--- src/design/vbp_pkg.sv ---
// Shared types and constants for the vector bin-packing server allocator.
// Used by the controller, the datapath and the top level; depends on nothing.
`default_nettype none
package vbp_pkg;

	localparam int SLOTS  = 16;
	localparam int SLOT_W = 4;
	localparam int KINDS  = 4;
	localparam int AMT_W  = 10;
	localparam int TIME_W = 48;
	localparam int DUR_W  = 30;
	localparam int CNT_W  = 5;
	localparam int STAT_W = 3;
	localparam int IN_W   = 128;
	localparam int OUT_W  = 112;

	localparam logic [STAT_W-1:0] ST_PLACED   = 3'd0;
	localparam logic [STAT_W-1:0] ST_OPENED   = 3'd1;
	localparam logic [STAT_W-1:0] ST_FULL     = 3'd2;
	localparam logic [STAT_W-1:0] ST_RELEASED = 3'd3;
	localparam logic [STAT_W-1:0] ST_CLOSED   = 3'd4;
	localparam logic [STAT_W-1:0] ST_BAD_SLOT = 3'd5;

	localparam logic CMD_SCHEDULE = 1'b0;
	localparam logic CMD_RELEASE  = 1'b1;

	localparam logic [AMT_W-1:0] CAP_RESET = 10'd1000;

	typedef logic [KINDS-1:0][AMT_W-1:0] row_t;

	// Commands from the controller to the datapath.
	typedef struct packed {
		logic load;
		logic scan;
		logic fetch;
		logic update;
		logic out_load;
	} vbp_cmd_t;

	// Status from the datapath to the controller.
	typedef struct packed {
		logic is_release;
		logic scan_done;
	} vbp_stat_t;

endpackage
`default_nettype wire

--- src/design/vbp_ctrl.sv ---
// Sequencing state machine of the allocator: accept, scan, fetch, update, output.
// Depends on vbp_pkg for the command and status structs.
`default_nettype none
module vbp_ctrl (
	input  wire logic               clk,
	input  wire logic               arst_n,
	input  wire logic               s_tvalid,
	output logic                    s_tready,
	output logic                    m_tvalid,
	input  wire logic               m_tready,
	input  wire vbp_pkg::vbp_stat_t stat,
	output vbp_pkg::vbp_cmd_t       cmd
);

	localparam logic [2:0] S_IDLE  = 3'd0;
	localparam logic [2:0] S_SCAN  = 3'd1;
	localparam logic [2:0] S_FETCH = 3'd2;
	localparam logic [2:0] S_UPD   = 3'd3;
	localparam logic [2:0] S_OUT   = 3'd4;

	logic [2:0] state_q;
	logic [2:0] state_nx;
	logic       out_valid_q;
	logic       out_free;

	assign s_tready = (state_q == S_IDLE);
	assign m_tvalid = out_valid_q;
	assign out_free = !out_valid_q || m_tready;

	// Next state and command decode.
	always_comb begin
		state_nx = state_q;
		cmd      = '0;
		unique case (state_q)
			S_IDLE: begin
				if (s_tvalid) begin
					cmd.load = 1'b1;
					state_nx = S_SCAN;
				end
			end
			S_SCAN: begin
				cmd.scan = 1'b1;
				if (stat.is_release || stat.scan_done) begin
					state_nx = S_FETCH;
				end
			end
			S_FETCH: begin
				cmd.fetch = 1'b1;
				state_nx  = S_UPD;
			end
			S_UPD: begin
				cmd.update = 1'b1;
				state_nx   = S_OUT;
			end
			S_OUT: begin
				if (out_free) begin
					cmd.out_load = 1'b1;
					state_nx     = S_IDLE;
				end
			end
			default: begin
				state_nx = S_IDLE;
			end
		endcase
	end

	// State and output word valid.
	always_ff @(posedge clk or negedge arst_n) begin
		if (!arst_n) begin
			state_q     <= S_IDLE;
			out_valid_q <= 1'b0;
		end else begin
			state_q <= state_nx;
			if (cmd.out_load) begin
				out_valid_q <= 1'b1;
			end else if (m_tready) begin
				out_valid_q <= 1'b0;
			end
		end
	end

endmodule
`default_nettype wire

--- config.mk ---
export PLATFORM = sky130hd
export DESIGN_NAME = vbp_ctrl
export DESIGN_NICKNAME = d
export VERILOG_FILES = /design/src/design/vbp_pkg.sv /design/src/design/vbp_ctrl.sv
export SDC_FILE = /design/constraint.sdc
export NUM_CORES = 1
export LEC_CHECK = 0
export BUFFER_PORTS_ARGS = -buffer_cell sky130_fd_sc_hd__clkbuf_2
export CAP_MARGIN = 15
export CORE_AREA = 2 2 39 41
export CTS_CLUSTER_SIZE = 25
export DETAILED_ROUTE_END_ITERATION = 12
export DIE_AREA = 0 0 41 43
export SLEW_MARGIN = 5
export SYNTH_ARGS = -nofsm -noshare
export SYNTH_HDL_FRONTEND = slang
export SYNTH_SLANG_ARGS = --single-unit
--- constraint.sdc ---
create_clock -name clk -period 1.05 [get_ports clk]
set_input_delay 0.1575 -clock clk [delete_from_list [all_inputs] [get_ports clk]]
set_output_delay 0.1575 -clock clk [all_outputs]
set_load 0.005 [all_outputs]
==> flow_summary.toml <==
[run]
max_cap_violations = 0

[place]
io_buffer_count = 12
dp_worst_setup_slack_ns = -0.02343
gp_congestion = 0.7047

[floorplan]
floorplan.die_area_um2 = 1763
die_height_um = 43
num_rows = 14
core_area_um2 = 1384
initial_standard_cell_utilization_of_the_core_pct = 16.00
number_of_top_level_design_ports = 13
floorplan.die.width_um = 41

[clocking]
clk_path_buf_depth = 2
h-tree-depth = 1
tritoncts = "done"
cts_root_buf = "clkbuf_4"
clk_pin_slew_worst_paths_ns = 0.04
cts_made_buffers = 3
tritoncts_num_sinks = 4
clkLatencyLatePin_ns = 0.24

[global_route]
grt_first_pass_wirelength_um = 979
antenna_found_initial = 0
total_congestion_overflow_after_global_routing = 0
grt_max_degree = 9
grt_pass1_vias = 251
global_route.usage.total_pct = 9.265

[routing]
number_of_design_rule_violations_left_by_the_first_detailed_router_iteration = 1
drcViolationCount = 0
detail_route.wl_per_cell_um = 10.75
vias_per_cell = 4.102
detail_route.wirelength_um = 634
drt_first_pass_iters = 2
postRouteAntennaNets = 0
via_count = 242

[logic_synthesis]
synth_area_per_cell_um2 = 9.629
synth_cells = 23
post_synth_instance_area_um2 = 221.5
yosys_warnings = 0
ys_types = 18
synth_seq_cells = 4
post_synth_main_area_contributors = "dfrtp_1 (45%), nor3_1 (4.5%), nor3_2 (4.5%)"
synth_area_leader_cell = "dfrtp_1"
ys_seq_area_share_pct = 45.20
yosysTopAreaCellShare_pct = 45.20
postSynthNetCount = 29

[final_layout]
insertedDiodeCount = 0
fin_nets = 51
final_layout_size_suffix_gt1_share_pct = 62.79
areaGrowthSynthToFinish_pct = 76.84
final_core_utilization_pct = 28.30

[timing]
clock.fmax_mhz = 788.1
worst_max_slew_pin_slew_ns = 0.2129
timing.final.setup_violations = 6
finalWorstPathRequiredPeriod_ns = 1.269
timing.final.hold_violations = 0
layout_setup_ws_ns = -0.2189
finClkSkew_ns = 0.007896
timing.slew.headroom_pct = 85.69
timing.final.crit_share_pct = 120.8
report.final.slew_viol_count = 0
grt_setup_unrepaired = "true"

[setup_path]
worst_path_required_ns = 0.89
element_type_at_the_critical_path_end = "output port"
worst_path_max_fanout = 6
slowest_delay_ns = 0.44
cp_cell_sequence = "nor2_1 > and3_1 > clkbuf_2"
worst-endpoint-arrival_ns = 1.11
worstPathBufferInverterCount = 1
timing.critical_path.slowest_stage_cell = "dfrtp_2"
criticalPathCategory = "reg2out"
start_kind = "flip-flop"
crit_family = "flip-flops"

[run_status]
status = "finished with violations"
failed_checks = "setup timing"

[power_and_ir_drop]
ir_worst_vdd_v = 0.0006324
power.total_mw = 1.150
static-leakage-power_nw = 0.2009
total_power_per_unit_cell_area_nw_per_um2 = 2936

[min_path]
holdCritPathClass = "in2reg"
[state kept, by name, indices dropped and copies added, names as in the netlist]
register,count
state_q,3
m_tvalid,1
[per-layer routing]
layer / up-vias / global-route usage, % / share of wire, %
li1: 122 / - / -
met1: 113 / 9.091 / 40
met2: 7 / 12.19 / 53
met3: 0 / 5.236 / 6.9
met4: 0 / 10.00 / 0
met5: - / 0 / 0
[power by group]
| group | switching, mW | total, mW | internal [mW] |
|---|---|---|---|
| registers | 0.104 | 0.338 | 0.234 |
| logic | 0.230 | 0.614 | 0.383 |
| clock network | 0.0699 | 0.198 | 0.128 |
| total | 0.404 | 1.15 | 0.746 |
[cell usage after synthesis]
master	number
buf_4	1
o31a_1	1
nand2b_1	1
nor2b_1	1
and2b_1	1
a21oi_1	1
nor3_1	2
nand2_1	2
and2_1	1
dfrtp_1	4
and3_1	1
o21ai_1	1
or2b_1	1
nor3b_1	1
nor3_2	1
o21bai_1	1
and3b_1	1
nor2_1	1
[worst min-delay path: cells and delay by family]
family                 cells  cell delay (ns)
buffers and inverters      1             0.09
AND/OR/NAND/NOR            2             0.15
[cell families after synthesis]
| group | count (synthesis) | share of synthesized area (%) |
|---|---|---|
| flops | 4 | 45.20 |
| buf+inv | 1 | 3.391 |
| compound gates | 4 | 11.86 |
| simple gates | 14 | 39.56 |
[stage by stage]
| step | hold slack [ns] | setup TNS [ns] | std cells | area (um^2) |
|---|---|---|---|---|
| after floorplan | -0.1381 | 0 | 23 | 221.5 |
| after global placement | -0.03303 | -0.003973 | 53 | 316.6 |
| after detailed placement | -0.02815 | -0.03183 | 53 | 316.6 |
| after CTS | 0.2037 | -1.147 | 59 | 377.9 |
| after global routing | 0.2162 | -1.475 | 59 | 391.6 |
| final | 0.1983 | -1.047 | 59 | 391.6 |
[path summary, 6_finish.rpt]
check	from	to	slack (ns)	depth (start not counted)
max	state_q[0]	cmd[0]	-0.22	3
min	s_tvalid	state_q[0]	0.20	3
max reg2reg	state_q[0]	state_q[1]	0.05	3
min reg2reg	m_tvalid	m_tvalid	0.52	2
max in group asynchronous	arst_n	state_q[2]	0.64	2
min in group asynchronous	arst_n	state_q[1]	0.26	2
[what timing repair did]
action / 4_1_cts / 5_1_grt
endpoints found under the hold margin: 4 / 0
hold buffers: 1 / 0
resized for setup: 5 / 5
endpoints found under the setup margin: 6 / 7
buffers inserted: 2 / 0
pin swaps: 2 / 1
[cell type report]
| type | instances | area [um^2] |
|---|---|---|
| timing repair buffer | 18 | 117.6 |
| multi-input combinational | 18 | 127.6 |
| tap | 16 | 20.02 |
| sequential | 4 | 103.9 |
| fill | 150 | 992.2 |
| clock buffer | 3 | 22.52 |
[layout by cell type (no fill, tap or decap)]
| master | n |
|---|---|
| and3b_1 | 1 |
| clkbuf_4 | 3 |
| dlygate4sd3_1 | 1 |
| o31a_1 | 1 |
| buf_6 | 2 |
| o21ai_1 | 1 |
| and2_1 | 1 |
| nand2b_1 | 1 |
| nor2b_1 | 1 |
| nor2_1 | 1 |
| dfrtp_2 | 3 |
| buf_4 | 4 |
| buf_2 | 1 |
| o21bai_1 | 1 |
| nor3_1 | 1 |
| or2b_1 | 1 |
| clkbuf_2 | 10 |
| nand2_1 | 2 |
| and2b_1 | 1 |
| and3_1 | 1 |
| dfrtp_1 | 1 |
| a21oi_2 | 1 |
| nor3b_2 | 1 |
| nor3_2 | 2 |
No activity file was read; power rests on OpenSTA's default activity.
